==> src/sv/stcc_pkg.sv <==
package stcc_pkg;

    localparam logic signed [23:0] DRIFT_LIMIT     = 24'sd1000000;
    localparam logic signed [23:0] DRIFT_LIMIT_NEG = -24'sd1000000;
    localparam logic [7:0] VERY_LONG_PRESS = 8'd234;
    localparam logic [7:0] SHORT_PRESS_MAX = 8'd32;
    localparam logic [7:0] PRESS_SAT       = 8'd255;
    localparam logic [5:0] SEC_MAX         = 6'd59;
    localparam logic [5:0] MIN_MAX         = 6'd59;
    localparam logic [4:0] HOUR_MAX_24     = 5'd23;
    localparam logic [4:0] HOUR_MAX_12     = 5'd12;
    localparam logic [4:0] HOUR_RESET      = 5'd12;
    localparam logic [4:0] HOUR_FIRST_24   = 5'd0;
    localparam logic [4:0] HOUR_FIRST_12   = 5'd1;
    localparam logic [3:0] DIGIT_SIGN      = 4'd9;

    localparam logic [3:0] PH_HOUR_TENS  = 4'd0;
    localparam logic [3:0] PH_HOUR_UNITS = 4'd1;
    localparam logic [3:0] PH_MIN_TENS   = 4'd2;
    localparam logic [3:0] PH_MIN_UNITS  = 4'd3;
    localparam logic [3:0] PH_MIN_LAST   = 4'd4;
    localparam logic [3:0] PH_RUN_LAST   = 4'd5;
    localparam logic [3:0] PH_CAL_SIGN   = 4'd6;
    localparam logic [3:0] PH_CAL_HUND   = 4'd7;
    localparam logic [3:0] PH_CAL_TENS   = 4'd8;
    localparam logic [3:0] PH_CAL_UNITS  = 4'd9;

    typedef struct packed {
        logic mode;
        logic button_pressed;
    } t_item;

    typedef struct packed {
        logic [3:0]        digit;
        logic              blank;
        logic [1:0]        run_state;
        logic [4:0]        hours_now;
        logic [5:0]        minutes_now;
        logic [5:0]        seconds_now;
        logic signed [7:0] cal_ppm;
        logic              save_time;
        logic              save_cal;
    } t_result;

    typedef struct packed {
        logic [3:0] tens;
        logic [3:0] units;
    } t_tens_units;

    // decimal split of a value below 100
    function automatic t_tens_units split_tens(input logic [6:0] v);
        t_tens_units r;
        logic [6:0]  rem;
        r.tens = 4'd0;
        for (int k = 1; k < 10; k++) begin
            if (v >= 7'(10 * k)) begin
                r.tens = 4'(k);
            end
        end
        rem     = v - (7'(r.tens) << 3) - (7'(r.tens) << 1);
        r.units = rem[3:0];
        return r;
    endfunction

endpackage

==> src/sv/single_tube_clock_controller_core.sv <==
// a word accepted goes into the input register; its result goes into the result register when it fires
// throughput: one word per cycle while the output is not stalled; the whole step is one pass of logic between the
// input register and the result register, and stalls hold both registers
// reset: synchronous active-low; clears both stages and sets the clock to 12:00:00,
// run mode, calibration and drift zero, twelve-hour counting
module single_tube_clock_controller_core (
    input  logic              i_clk,
    input  logic              i_rst_n,
    input  logic              i_in_valid,
    output logic              o_in_stall,
    input  logic              i_mode,
    input  logic              i_button_pressed,
    input  logic              i_cfg_we,
    input  logic              i_cfg_wdata,
    output logic              o_out_valid,
    input  logic              i_out_stall,
    output logic [3:0]        o_digit,
    output logic              o_blank,
    output logic [1:0]        o_run_state,
    output logic [4:0]        o_hours_now,
    output logic [5:0]        o_minutes_now,
    output logic [5:0]        o_seconds_now,
    output logic signed [7:0] o_cal_ppm,
    output logic              o_save_time,
    output logic              o_save_cal
);

    logic              r_twelve_hour_mode;
    logic              in_valid;
    stcc_pkg::t_item   in_item;
    logic              out_load;
    logic              fire;
    stcc_pkg::t_result step_result;
    stcc_pkg::t_result out_result;

    assign fire = in_valid & out_load;

    always_ff @(posedge i_clk) begin
        if (!i_rst_n) begin
            r_twelve_hour_mode <= 1'b1;
        end else if (i_cfg_we) begin
            r_twelve_hour_mode <= i_cfg_wdata;
        end
    end

    stcc_in_stage u_in_stage (
        .i_clk            (i_clk),
        .i_rst_n          (i_rst_n),
        .i_in_valid       (i_in_valid),
        .i_mode           (i_mode),
        .i_button_pressed (i_button_pressed),
        .i_fire           (fire),
        .o_in_stall       (o_in_stall),
        .o_valid          (in_valid),
        .o_item           (in_item)
    );

    stcc_engine u_engine (
        .i_clk              (i_clk),
        .i_rst_n            (i_rst_n),
        .i_fire             (fire),
        .i_item             (in_item),
        .i_twelve_hour_mode (r_twelve_hour_mode),
        .o_result           (step_result)
    );

    stcc_out_stage u_out_stage (
        .i_clk       (i_clk),
        .i_rst_n     (i_rst_n),
        .i_valid     (in_valid),
        .i_result    (step_result),
        .i_out_stall (i_out_stall),
        .o_load      (out_load),
        .o_out_valid (o_out_valid),
        .o_result    (out_result)
    );

    assign o_digit       = out_result.digit;
    assign o_blank       = out_result.blank;
    assign o_run_state   = out_result.run_state;
    assign o_hours_now   = out_result.hours_now;
    assign o_minutes_now = out_result.minutes_now;
    assign o_seconds_now = out_result.seconds_now;
    assign o_cal_ppm     = out_result.cal_ppm;
    assign o_save_time   = out_result.save_time;
    assign o_save_cal    = out_result.save_cal;

endmodule

==> src/sv/stcc_in_stage.sv <==
module stcc_in_stage (
    input  logic                 i_clk,
    input  logic                 i_rst_n,
    input  logic                 i_in_valid,
    input  logic                 i_mode,
    input  logic                 i_button_pressed,
    input  logic                 i_fire,
    output logic                 o_in_stall,
    output logic                 o_valid,
    output stcc_pkg::t_item      o_item
);

    logic            r_valid;
    stcc_pkg::t_item r_item;
    logic            accept;

    assign o_in_stall = r_valid & ~i_fire;
    assign accept     = i_in_valid & ~o_in_stall;
    assign o_valid    = r_valid;
    assign o_item     = r_item;

    always_ff @(posedge i_clk) begin
        if (!i_rst_n) begin
            r_valid <= 1'b0;
        end else if (accept) begin
            r_valid <= 1'b1;
        end else if (i_fire) begin
            r_valid <= 1'b0;
        end
    end

    always_ff @(posedge i_clk) begin
        if (accept) begin
            r_item.mode           <= i_mode;
            r_item.button_pressed <= i_button_pressed;
        end
    end

endmodule

==> src/sv/stcc_engine.sv <==
module stcc_engine (
    input  logic                 i_clk,
    input  logic                 i_rst_n,
    input  logic                 i_fire,
    input  stcc_pkg::t_item      i_item,
    input  logic                 i_twelve_hour_mode,
    output stcc_pkg::t_result    o_result
);

    typedef enum logic [1:0] {ST_RUN, ST_HOUR, ST_MIN, ST_CAL} t_mode;
    typedef enum logic [1:0] {EV_NONE, EV_SHORT, EV_LONG, EV_VLONG} t_event;

    logic [5:0]        r_seconds, n_seconds;
    logic [5:0]        r_minutes, n_minutes;
    logic [4:0]        r_hours, n_hours;
    logic signed [7:0] r_cal, n_cal;
    logic signed [23:0] r_drift, n_drift;
    logic [7:0]        r_press, n_press;
    t_mode             r_mode, n_mode;
    logic [3:0]        r_phase, n_phase;

    t_event                 ev;
    logic [3:0]             phase_inc;
    logic [4:0]             hour_inc;
    logic                   save_time;
    logic                   save_cal;
    logic                   lit;
    logic [3:0]             digit;
    logic                   neg;
    logic [7:0]             mag;
    logic                   hund;
    logic [6:0]             mag_rem;
    stcc_pkg::t_tens_units  tu_hour;
    stcc_pkg::t_tens_units  tu_min;
    stcc_pkg::t_tens_units  tu_cal;

    always_comb begin
        n_seconds = r_seconds;
        n_minutes = r_minutes;
        n_hours   = r_hours;
        n_cal     = r_cal;
        n_drift   = r_drift;
        n_press   = r_press;
        n_mode    = r_mode;
        n_phase   = r_phase;
        ev        = EV_NONE;
        save_time = 1'b0;
        save_cal  = 1'b0;
        phase_inc = r_phase + 4'd1;
        hour_inc  = r_hours + 5'd1;
        lit       = 1'b0;
        digit     = 4'd0;

        if (i_item.mode) begin
            if (r_mode == ST_RUN) begin
                n_seconds = r_seconds + 6'd1;
                n_drift   = r_drift + 24'(r_cal);
            end
            case (r_mode)
                ST_RUN: begin
                    n_phase = (phase_inc > stcc_pkg::PH_RUN_LAST) ?
                              stcc_pkg::PH_HOUR_TENS : phase_inc;
                end
                ST_HOUR: begin
                    n_phase = (phase_inc > stcc_pkg::PH_MIN_TENS) ?
                              stcc_pkg::PH_HOUR_TENS : phase_inc;
                end
                ST_MIN: begin
                    n_phase = (phase_inc inside
                              {[stcc_pkg::PH_MIN_TENS:stcc_pkg::PH_MIN_LAST]}) ?
                              phase_inc : stcc_pkg::PH_MIN_TENS;
                end
                default: begin
                    n_phase = (phase_inc inside
                              {[stcc_pkg::PH_CAL_SIGN:stcc_pkg::PH_CAL_UNITS]}) ?
                              phase_inc : stcc_pkg::PH_CAL_SIGN;
                end
            endcase
            if (r_mode == ST_RUN && n_seconds inside {[6'd1:6'd58]}) begin
                if (n_drift >= stcc_pkg::DRIFT_LIMIT) begin
                    n_seconds = n_seconds - 6'd1;
                    n_drift   = n_drift - stcc_pkg::DRIFT_LIMIT;
                end else if (n_drift <= stcc_pkg::DRIFT_LIMIT_NEG) begin
                    n_seconds = n_seconds + 6'd1;
                    n_drift   = n_drift + stcc_pkg::DRIFT_LIMIT;
                end
            end
        end else if (i_item.button_pressed) begin
            if (r_press != stcc_pkg::PRESS_SAT) begin
                n_press = r_press + 8'd1;
            end
        end else begin
            if (r_press >= stcc_pkg::VERY_LONG_PRESS) begin
                ev = EV_VLONG;
            end else if (r_press > stcc_pkg::SHORT_PRESS_MAX) begin
                ev = EV_LONG;
            end else if (r_press != 8'd0) begin
                ev = EV_SHORT;
            end
            n_press = 8'd0;
            case (r_mode)
                ST_RUN: begin
                    if (ev == EV_LONG) begin
                        n_mode  = ST_HOUR;
                        n_phase = stcc_pkg::PH_HOUR_TENS;
                    end else if (ev == EV_VLONG) begin
                        n_mode  = ST_CAL;
                        n_phase = stcc_pkg::PH_CAL_SIGN;
                    end
                end
                ST_HOUR: begin
                    if (ev == EV_LONG) begin
                        n_mode  = ST_MIN;
                        n_phase = stcc_pkg::PH_MIN_TENS;
                    end else if (ev == EV_SHORT) begin
                        if (i_twelve_hour_mode) begin
                            n_hours = (hour_inc > stcc_pkg::HOUR_MAX_12) ?
                                      stcc_pkg::HOUR_FIRST_12 : hour_inc;
                        end else begin
                            n_hours = (hour_inc > stcc_pkg::HOUR_MAX_24) ?
                                      stcc_pkg::HOUR_FIRST_24 : hour_inc;
                        end
                    end
                end
                ST_MIN: begin
                    if (ev == EV_LONG) begin
                        n_mode    = ST_RUN;
                        n_seconds = 6'd0;
                        save_time = 1'b1;
                    end else if (ev == EV_SHORT) begin
                        n_minutes = (r_minutes >= stcc_pkg::MIN_MAX) ?
                                    6'd0 : r_minutes + 6'd1;
                    end
                end
                default: begin
                    if (ev == EV_LONG) begin
                        n_mode   = ST_RUN;
                        save_cal = 1'b1;
                    end else if (ev == EV_SHORT) begin
                        n_cal = r_cal + 8'sd1;
                    end
                end
            endcase
        end

        // carry seconds into minutes and minutes into hours
        if (n_mode == ST_RUN) begin
            if (n_seconds > stcc_pkg::SEC_MAX) begin
                n_minutes = n_minutes + 6'd1;
                n_seconds = 6'd0;
                if (n_minutes inside {6'd0, 6'd5, 6'd10, 6'd15, 6'd20, 6'd25, 6'd30,
                                      6'd35, 6'd40, 6'd45, 6'd50, 6'd55, 6'd60}) begin
                    save_time = 1'b1;
                end
            end
            if (n_minutes > stcc_pkg::MIN_MAX) begin
                n_hours   = n_hours + 5'd1;
                n_minutes = 6'd0;
            end
            if (i_twelve_hour_mode) begin
                if (n_hours > stcc_pkg::HOUR_MAX_12) begin
                    n_hours = stcc_pkg::HOUR_FIRST_12;
                end
            end else if (n_hours > stcc_pkg::HOUR_MAX_24) begin
                n_hours = stcc_pkg::HOUR_FIRST_24;
            end
        end

        neg     = n_cal[7];
        mag     = neg ? (~n_cal + 8'd1) : n_cal;
        hund    = (mag >= 8'd100);
        mag_rem = hund ? 7'(mag - 8'd100) : mag[6:0];
        tu_hour = stcc_pkg::split_tens({2'b00, n_hours});
        tu_min  = stcc_pkg::split_tens({1'b0, n_minutes});
        tu_cal  = stcc_pkg::split_tens(mag_rem);

        case (n_mode)
            ST_RUN: begin
                if (n_phase == stcc_pkg::PH_HOUR_TENS && tu_hour.tens == 4'd0) begin
                    n_phase = stcc_pkg::PH_HOUR_UNITS;
                end
                case (n_phase)
                    stcc_pkg::PH_HOUR_TENS:  begin lit = 1'b1; digit = tu_hour.tens;  end
                    stcc_pkg::PH_HOUR_UNITS: begin lit = 1'b1; digit = tu_hour.units; end
                    stcc_pkg::PH_MIN_TENS:   begin lit = 1'b1; digit = tu_min.tens;   end
                    stcc_pkg::PH_MIN_UNITS:  begin lit = 1'b1; digit = tu_min.units;  end
                    default:                 lit = 1'b0;
                endcase
            end
            ST_HOUR: begin
                case (n_phase)
                    stcc_pkg::PH_HOUR_TENS:  begin lit = 1'b1; digit = tu_hour.tens;  end
                    stcc_pkg::PH_HOUR_UNITS: begin lit = 1'b1; digit = tu_hour.units; end
                    default:                 lit = 1'b0;
                endcase
            end
            ST_MIN: begin
                case (n_phase)
                    stcc_pkg::PH_MIN_TENS:   begin lit = 1'b1; digit = tu_min.tens;   end
                    stcc_pkg::PH_MIN_UNITS:  begin lit = 1'b1; digit = tu_min.units;  end
                    default:                 lit = 1'b0;
                endcase
            end
            default: begin
                if (n_phase == stcc_pkg::PH_CAL_SIGN && !neg) begin
                    n_phase = stcc_pkg::PH_CAL_HUND;
                end
                if (n_phase == stcc_pkg::PH_CAL_HUND && !hund) begin
                    n_phase = stcc_pkg::PH_CAL_TENS;
                end
                case (n_phase)
                    stcc_pkg::PH_CAL_SIGN:  begin lit = 1'b1; digit = stcc_pkg::DIGIT_SIGN; end
                    stcc_pkg::PH_CAL_HUND:  begin lit = 1'b1; digit = {3'b000, hund}; end
                    stcc_pkg::PH_CAL_TENS:  begin lit = 1'b1; digit = tu_cal.tens;  end
                    stcc_pkg::PH_CAL_UNITS: begin lit = 1'b1; digit = tu_cal.units; end
                    default:                lit = 1'b0;
                endcase
            end
        endcase

        if (n_press == stcc_pkg::PRESS_SAT) begin
            lit = 1'b0;
        end
        if (!lit) begin
            digit = 4'd0;
        end

        o_result.digit       = digit;
        o_result.blank       = ~lit;
        o_result.run_state   = n_mode;
        o_result.hours_now   = n_hours;
        o_result.minutes_now = n_minutes;
        o_result.seconds_now = n_seconds;
        o_result.cal_ppm     = n_cal;
        o_result.save_time   = save_time;
        o_result.save_cal    = save_cal;
    end

    always_ff @(posedge i_clk) begin
        if (!i_rst_n) begin
            r_seconds <= 6'd0;
            r_minutes <= 6'd0;
            r_hours   <= stcc_pkg::HOUR_RESET;
            r_cal     <= 8'sd0;
            r_drift   <= 24'sd0;
            r_press   <= 8'd0;
            r_mode    <= ST_RUN;
            r_phase   <= stcc_pkg::PH_HOUR_TENS;
        end else if (i_fire) begin
            r_seconds <= n_seconds;
            r_minutes <= n_minutes;
            r_hours   <= n_hours;
            r_cal     <= n_cal;
            r_drift   <= n_drift;
            r_press   <= n_press;
            r_mode    <= n_mode;
            r_phase   <= n_phase;
        end
    end

`ifndef SYNTHESIS
    a_cal_phase: assert property (@(posedge i_clk) disable iff (!i_rst_n)
        (r_mode == ST_CAL) |-> (r_phase >= stcc_pkg::PH_CAL_SIGN &&
                                r_phase <= stcc_pkg::PH_CAL_UNITS))
        else $error("calibration phase out of range");
    a_hour_phase: assert property (@(posedge i_clk) disable iff (!i_rst_n)
        (r_mode == ST_HOUR) |-> (r_phase <= stcc_pkg::PH_MIN_TENS))
        else $error("set hour phase out of range");
    a_time_range: assert property (@(posedge i_clk) disable iff (!i_rst_n)
        (r_minutes <= stcc_pkg::MIN_MAX && r_seconds <= stcc_pkg::SEC_MAX &&
         r_hours <= stcc_pkg::HOUR_MAX_24))
        else $error("time field out of range");
    a_save_cal_run: assert property (@(posedge i_clk) disable iff (!i_rst_n)
        (i_fire && o_result.save_cal) |=> (r_mode == ST_RUN))
        else $error("save_cal without return to run");
    a_press_count: assert property (@(posedge i_clk) disable iff (!i_rst_n)
        (i_fire && !i_item.mode && i_item.button_pressed &&
         r_press != stcc_pkg::PRESS_SAT) |=> (r_press == $past(r_press) + 8'd1))
        else $error("press length not counted");
`endif

endmodule

==> src/sv/stcc_out_stage.sv <==
module stcc_out_stage (
    input  logic                 i_clk,
    input  logic                 i_rst_n,
    input  logic                 i_valid,
    input  stcc_pkg::t_result    i_result,
    input  logic                 i_out_stall,
    output logic                 o_load,
    output logic                 o_out_valid,
    output stcc_pkg::t_result    o_result
);

    logic              r_valid;
    stcc_pkg::t_result r_result;

    assign o_load      = ~r_valid | ~i_out_stall;
    assign o_out_valid = r_valid;
    assign o_result    = r_result;

    always_ff @(posedge i_clk) begin
        if (!i_rst_n) begin
            r_valid <= 1'b0;
        end else if (o_load) begin
            r_valid <= i_valid;
        end
    end

    always_ff @(posedge i_clk) begin
        if (o_load && i_valid) begin
            r_result <= i_result;
        end
    end

endmodule

==> config.mk <==
export PLATFORM = sky130hd
export DESIGN_NAME = single_tube_clock_controller_core
export DESIGN_NICKNAME = d
export VERILOG_FILES = /design/src/sv/stcc_pkg.sv /design/src/sv/single_tube_clock_controller_core.sv /design/src/sv/stcc_in_stage.sv /design/src/sv/stcc_engine.sv /design/src/sv/stcc_out_stage.sv
export SDC_FILE = /design/constraint.sdc
export NUM_CORES = 1
export LEC_CHECK = 0
export BUFFER_PORTS_ARGS = -buffer_cell sky130_fd_sc_hd__buf_2
export CAP_MARGIN = 15
export CORE_MARGIN = 1
export CORE_UTILIZATION = 55
export DETAILED_ROUTE_END_ITERATION = 12
export HOLD_SLACK_MARGIN = 0.06
export PLACE_DENSITY = 0.83
export SLEW_MARGIN = 25
export SYNTH_ARGS = -nofsm -noshare
export SYNTH_HDL_FRONTEND = slang
export SYNTH_SLANG_ARGS = --single-unit
==> constraint.sdc <==
create_clock -name i_clk -period 15.5 [get_ports i_clk]
set_clock_uncertainty 0.05 [all_clocks]
set_input_delay 0.775 -clock i_clk [delete_from_list [all_inputs] [get_ports i_clk]]
set_output_delay 0.775 -clock i_clk [all_outputs]
set_load 0.02 [all_outputs]
# After elaboration in Yosys (flattened, before gate mapping)
# Cells that the tools add are included.
# Widths: inputs -> output; s select.
# totals
elab_cells	282
latchBits	0
inputBits	8
mem_bits_rw	0
output_inout_bits	36
rom_bits	0
ff_bits	102
n_memories	0
# op_classes
n_mul	0
shift	0
order_cmp	44
n_div	0
n_mux	124
n_bitwise	10
add_sub_neg	21
n_eq_ne	33
n_reduce_logical	28
# op_table
cell	n
$mux 6	21
$mux 24	5
$mux 4	21
$mux 8	9
$mux 5	14
$eq 6x6->1 const B	6
$mux 2	16
$pmux 4 s2	4
$pmux 4 s4	2
$mux 3	9
$add 24x21->24 const B	1
$add 24x8->24	1
$add 6x1->6 const B	4
$ge 24x21->1 const B	1
$ge 6x6->1 const B	4
$le 24x21->1 const B	1
$pmux 4 s3	2
$sub 24x21->24 const B	1
$sub 4x4->4	6
$ge 5x7->1 const B	3
$ge 6x7->1 const B	3
$ge 7x6->1 const B	3
$ge 7x7->1 const B	3
$eq 6x5->1 const B	3
other kinds (57)	117

# Logic depth before layout (Yosys ltp)
# depth
word_depth	39
mapped_depth	36

# Hierarchy
# From an unflattened synthesis, not the netlist that was laid out.
# hier_totals
hier_cells	1341
area_unflattened_um2	10286.1
# modules_own_cells
mod	instances	seq_area_each_um2	cells_per_inst	area_per_inst_um2
stcc_engine	1	1261.2	1292	9076.2
stcc_out_stage	1	1041.0	39	1062.3
stcc_in_stage	1	80.1	6	107.6
single_tube_clock_controller_core	1	20.0	4	40.0

# Worst setup path after synthesis
# OpenSTA, ideal clock, no wires.
# synth_timing
kind	register to register
startpoint	reg u_engine.r_mode[0]
endpoint	reg u_out_stage.r_result (netlist bit u_out_stage.o_result[33]), data pin
path_slack_ns	8.331
n_path_buf	7
synth_period_minus_slack_ns	7.169
stages_incl_launch_ff	29
t_required_ns	15.280
arrival_time_ns	6.949
path_cell_list	dfxtp_1 > inv_1 > ha_1 > buf_2 > buf_1 > buf_1 > clkbuf_1 > clkbuf_1 > mux2i_1 > ha_1 > nand4_1 > or4_1 > or4_4 > o211ai_4 > nand3_1 > and4b_1 > a211o_1 > nor3_2 > or2_1 > buf_2 > mux2_1 > a311o_1 > and2_1 > buf_6 > a21oi_1 > ha_1 > mux2i_1 > a2111o_1 > a311oi_2
# synth_between
elab_chain_cells	34
elab_cells_between_ends	162
classes_between	add/sub: 12; order compare: 33; eq/ne: 16; mux: 83; bitwise: 1; reduce/logical: 17
# synth_lines
element	line	rtl
from (decl)	stcc_engine.sv:19	t_mode r_mode, n_mode;
from (signal assigned)	stcc_engine.sv:256	r_mode <= n_mode;
branches (longest 34 deep; another with $le 24x21->1)	-	
to (signal assigned)	stcc_out_stage.sv:29	r_result <= i_result;
to (decl)	stcc_out_stage.sv:13	stcc_pkg::t_result r_result;
# Several ways; the timed one is not identified. The select of a mux whose other input is x is not followed.
# A chain may end at the register's enable or synchronous reset.

# Worst setup path in the final report
# layout_timing
startpoint	reg u_engine.r_cal[7]
endpoint	reg u_out_stage.r_result (netlist bit u_out_stage.o_result[33]), data pin
# layout_between
elab_chain_cells	34
elab_cells_between_ends	121
classes_between	add/sub: 10; order compare: 31; eq/ne: 8; mux: 62; bitwise: 1; reduce/logical: 9
# layout_lines
element	line	rtl
from (decl)	stcc_engine.sv:16	logic signed [7:0] r_cal, n_cal;
from (signal assigned)	stcc_engine.sv:253	r_cal <= n_cal;
branches (longest 34 deep; another with $add 24x8->24)	-	
# Several ways; the timed one is not identified. The select of a mux whose other input is x is not followed.

==> flow_summary.yaml <==
run_status:
  outcome: "finished clean"
layout:
  synthToLayoutAreaGrowth_pct: 5.528
  post_layout_nonfiller_instances: 1635
  utilization: 0.5938
  fin_nets: 1468
  n_antenna_cell: 0
  drive_gt1_frac: 0.09279
  fill_cells: 1690
critical_path:
  worstSetupPathType: "flip-flop to flip-flop"
  cp_top_family: "compound AO/OA/AOI/OAI gates"
  cp_slowest_stage_delay_ns: 0.91
  crit_path_max_fanout: 22
  start_kind: "flip-flop"
  cp_data_required_time_ns: 15.65
  crit_chain: "ha_1, a21o_1, a311o_1, and2_1, o31ai_1, a31oi_4, nor3_1, a211o_1, a211oi_2, a31o_1, o211a_1, a211oi_2, a21oi_1, or2_1, mux2_1, a311o_1, and2_1, a21oi_1, ha_1, mux2i_1, a2111o_1, a311oi_2"
  worst-path-buf-inv: 0
  worst_path_max_delay_cell: "dfxtp_1"
  cp_data_arrival_time_ns: 8.30
  setup_crit_end_kind: "flip-flop"
synth:
  synth_fa_ha_area_frac: 0.07680
  synth_area_in_compound_gates: 0.2760
  synth.net_count: 1478
  ys_types: 104
  post-synth-top-area-cell: "dfxtp_1"
  yosys.area_share.simple: 0.2704
  synth.area.mux_share: 0.03543
  yosysSeqAreaShare: 0.2282
  synth.most_common_cell: "nor2_1"
  number_of_enable_type_register_cells_in_the_synthesized_netlist: 36
  yosys-top-cells-count: "162 x nor2_1, 156 x nand2_1, 117 x a21oi_1"
  synthesis.area_sq_um: 10530
  ys_dominant_reg_cell: "dfxtp_1"
  post-synth-top-area-fraction: 0.1255
  synthesized_flop_and_latch_total: 102
  synth_area_leaders: "dfxtp_1 13%, edfxtp_1 10%, ha_1 7.5%, nor2_1 5.8%, a21oi_1 5.6%"
  synth_area_per_cell_sq_um: 7.486
  yosys_warnings: 0
  synth_xor_area_frac: 0.06229
  synth_top_family_by_area: "compound AO/OA/AOI/OAI gates"
  postSynthCellCount: 1406
  async_flop_share: 0
floorplanning:
  dieHeight_um: 140.3
  die_w_um: 140.3
  floorplan.rows: 50
  start_util: 0.5627
  design.die.area_sq_um: 19690
  core_sq_um: 18710
  top_level_ports: 44
timing:
  final_min_period_over_clock_period: 0.5260
  timing.fmax_mhz: 122.6
  finalHoldViolations: 0
  report.final.slew_viol_count: 0
  final-setup-viol-count: 0
  final_period_minus_worst_setup_slack_ns: 8.154
  holdWs_ns: 0.4289
  max_slew.worst_pin.slew_ns: 0.9651
  slew_headroom: 0.3511
  final.setup.tns_ns: 0
  setup_repair_after_global_routing_missed_its_margin: "no"
global_route:
  grt_overflow: 0
  grt_most_used_layer: "met2"
  number_of_global_route_vias_before_repair: 9538
  antenna_violations_before_repair: 0
  globalRouteMet3Util: 0.03009
  global_route_wire_length_before_repair_um: 45740
  grtUsageTotal: 0.2789
  globalRouteMet1Util: 0.3642
  grt_max_degree: 71
  grt_use_met2: 0.4700
clock_tree:
  cts_inserted_buffers: 9
  clk-insertion-delay-late_ns: 0.36
  post-cts-setup-buffer-count: 0
  tritoncts: "built"
  clk_root_buffer_cell: "clkbuf_16"
  clk_pin_slew_ns: 0.08
  clkSinkCount: 102
  clock_tree.htree_level_count: 3
  cts.repair.resized: 0
  count_of_hold_fix_buffers_inserted_at_cts: 0
  max-clock-path-buffers: 2
detailed_routing:
  final_antenna_net_count: 0
  dr_total_vias: 10630
  drt-pass1-iter-count: 6
  wirelength_um: 27510
  drt-vias-per-instance: 6.502
  detail_route.drc_violations: 0
  first_iter_violations: 1057
  wl_per_cell_um: 16.83
place:
  numPlacedInstances: 1619
  globalplace.congestion: 0.9710
  port_buffers: 43
  dp.final_hpwl_um: 20020
pwr:
  power_leakage_nw: 4.503
  powerDensity_nw_per_um2: 77.60
  vdd_ir_drop_max_mv: 0.06355
flow_run:
  drv_cap: 0
hold_path:
  worst_hold_path_type: "flip-flop to flip-flop"
-- registers in the layout, summed over array words and instances (netlist names) --
signal / count
u_engine.r_press: 8
u_out_stage.o_out_valid: 1
u_engine.r_hours: 5
u_in_stage.o_valid: 1
u_out_stage.o_result: 34
u_engine.r_drift: 24
u_engine.r_mode: 2
u_engine.r_seconds: 6
u_engine.r_phase: 4
u_in_stage.o_item: 2
r_twelve_hour_mode: 1
u_engine.r_cal: 8
u_engine.r_minutes: 6
-- path summary, 6_finish.rpt --
path,from,to,slack (ns),cells after the start
max,u_engine.r_cal[7]$_SDFFE_PN0P_,u_out_stage.o_result[33]$_SDFFCE_PN0P_,7.35,22
min,u_engine.r_drift[18]$_SDFFE_PN0P_,u_engine.r_drift[18]$_SDFFE_PN0P_,0.43,2
max reg2reg,u_engine.r_cal[7]$_SDFFE_PN0P_,u_out_stage.o_result[33]$_SDFFCE_PN0P_,7.35,22
min reg2reg,u_engine.r_drift[18]$_SDFFE_PN0P_,u_engine.r_drift[18]$_SDFFE_PN0P_,0.43,2
-- per-layer routing --
layer / up-vias / wire length [um]
met3: 70 / 1934
li1: 5169 / -
met5: - / 0
met2: 460 / 12680
met4: 0 / 755
met1: 4932 / 12150
-- logic make-up after synthesis --
logic type,Yosys count
AOI/OAI and AO/OA,413
DFF,102
and+or+nand+nor,585
xor gates and xnor gates,74
adders and majority gates,64
muxes,36
buffers and inverters,132
-- per-stage QoR --
step	cell area (sq um)	total power [W]	setup slack (ns)
final	11110	0.0008619	7.346
after global routing	11110	0.0009060	6.941
after CTS	11100	0.0008578	7.184
after detailed placement	10790	0.0006217	7.222
after global placement	10790	0.0006189	7.376
after floorplan	10530	0.0005577	8.331
-- cell usage in the layout, fill, tap and decap left out, types with 7 or more instances in the layout --
master / instances
nor2_1: 162
nand2_1: 156
a21oi_1: 117
dfxtp_1: 66
ha_1: 62
o21ai_0: 59
inv_1: 53
nor3_1: 52
xnor2_1: 50
nand3_1: 46
buf_2: 43
edfxtp_1: 36
nand4_1: 28
mux2i_1: 28
xor2_1: 23
a211oi_1: 23
and2_1: 20
and3_1: 19
nand2b_1: 18
a21o_1: 17
o211ai_1: 17
a31oi_1: 14
or2_2: 12
o31ai_1: 12
o21a_1: 12
or3_1: 12
nor2b_1: 10
clkbuf_16: 10
buf_4: 10
o22ai_1: 9
o21ai_1: 8
nor4_1: 8
a211o_1: 7
or4_1: 7
o2111ai_1: 7
a22oi_1: 7
-- worst min-delay path, delay by kind of cell, from the launching register on --
family           cells  cell delay, ns
flip-flops           1            0.33
AND/OR/NAND/NOR      1            0.06
AO/OA/AOI/OAI        1            0.05
-- area by class of cell --
cell class,instances,area [sq um],share of cell area
Sequential cell,102,2402,0.2163
Clock inverter,6,51.30,0.004619
Inverter,58,217.7,0.01960
Tap cell,234,292.8,0.02636
Clock buffer,10,250.2,0.02253
Timing Repair Buffer,53,290.3,0.02613
Multi-Input combinational cell,1172,7602,0.6845
-- power breakdown --
group,internal (W),switching (W),total (W)
clock network,0.000122,0.000115,0.000237
registers,0.000292,0.0000124,0.000305
logic,0.000117,0.000204,0.000320
(Power assumes the default switching activity.)
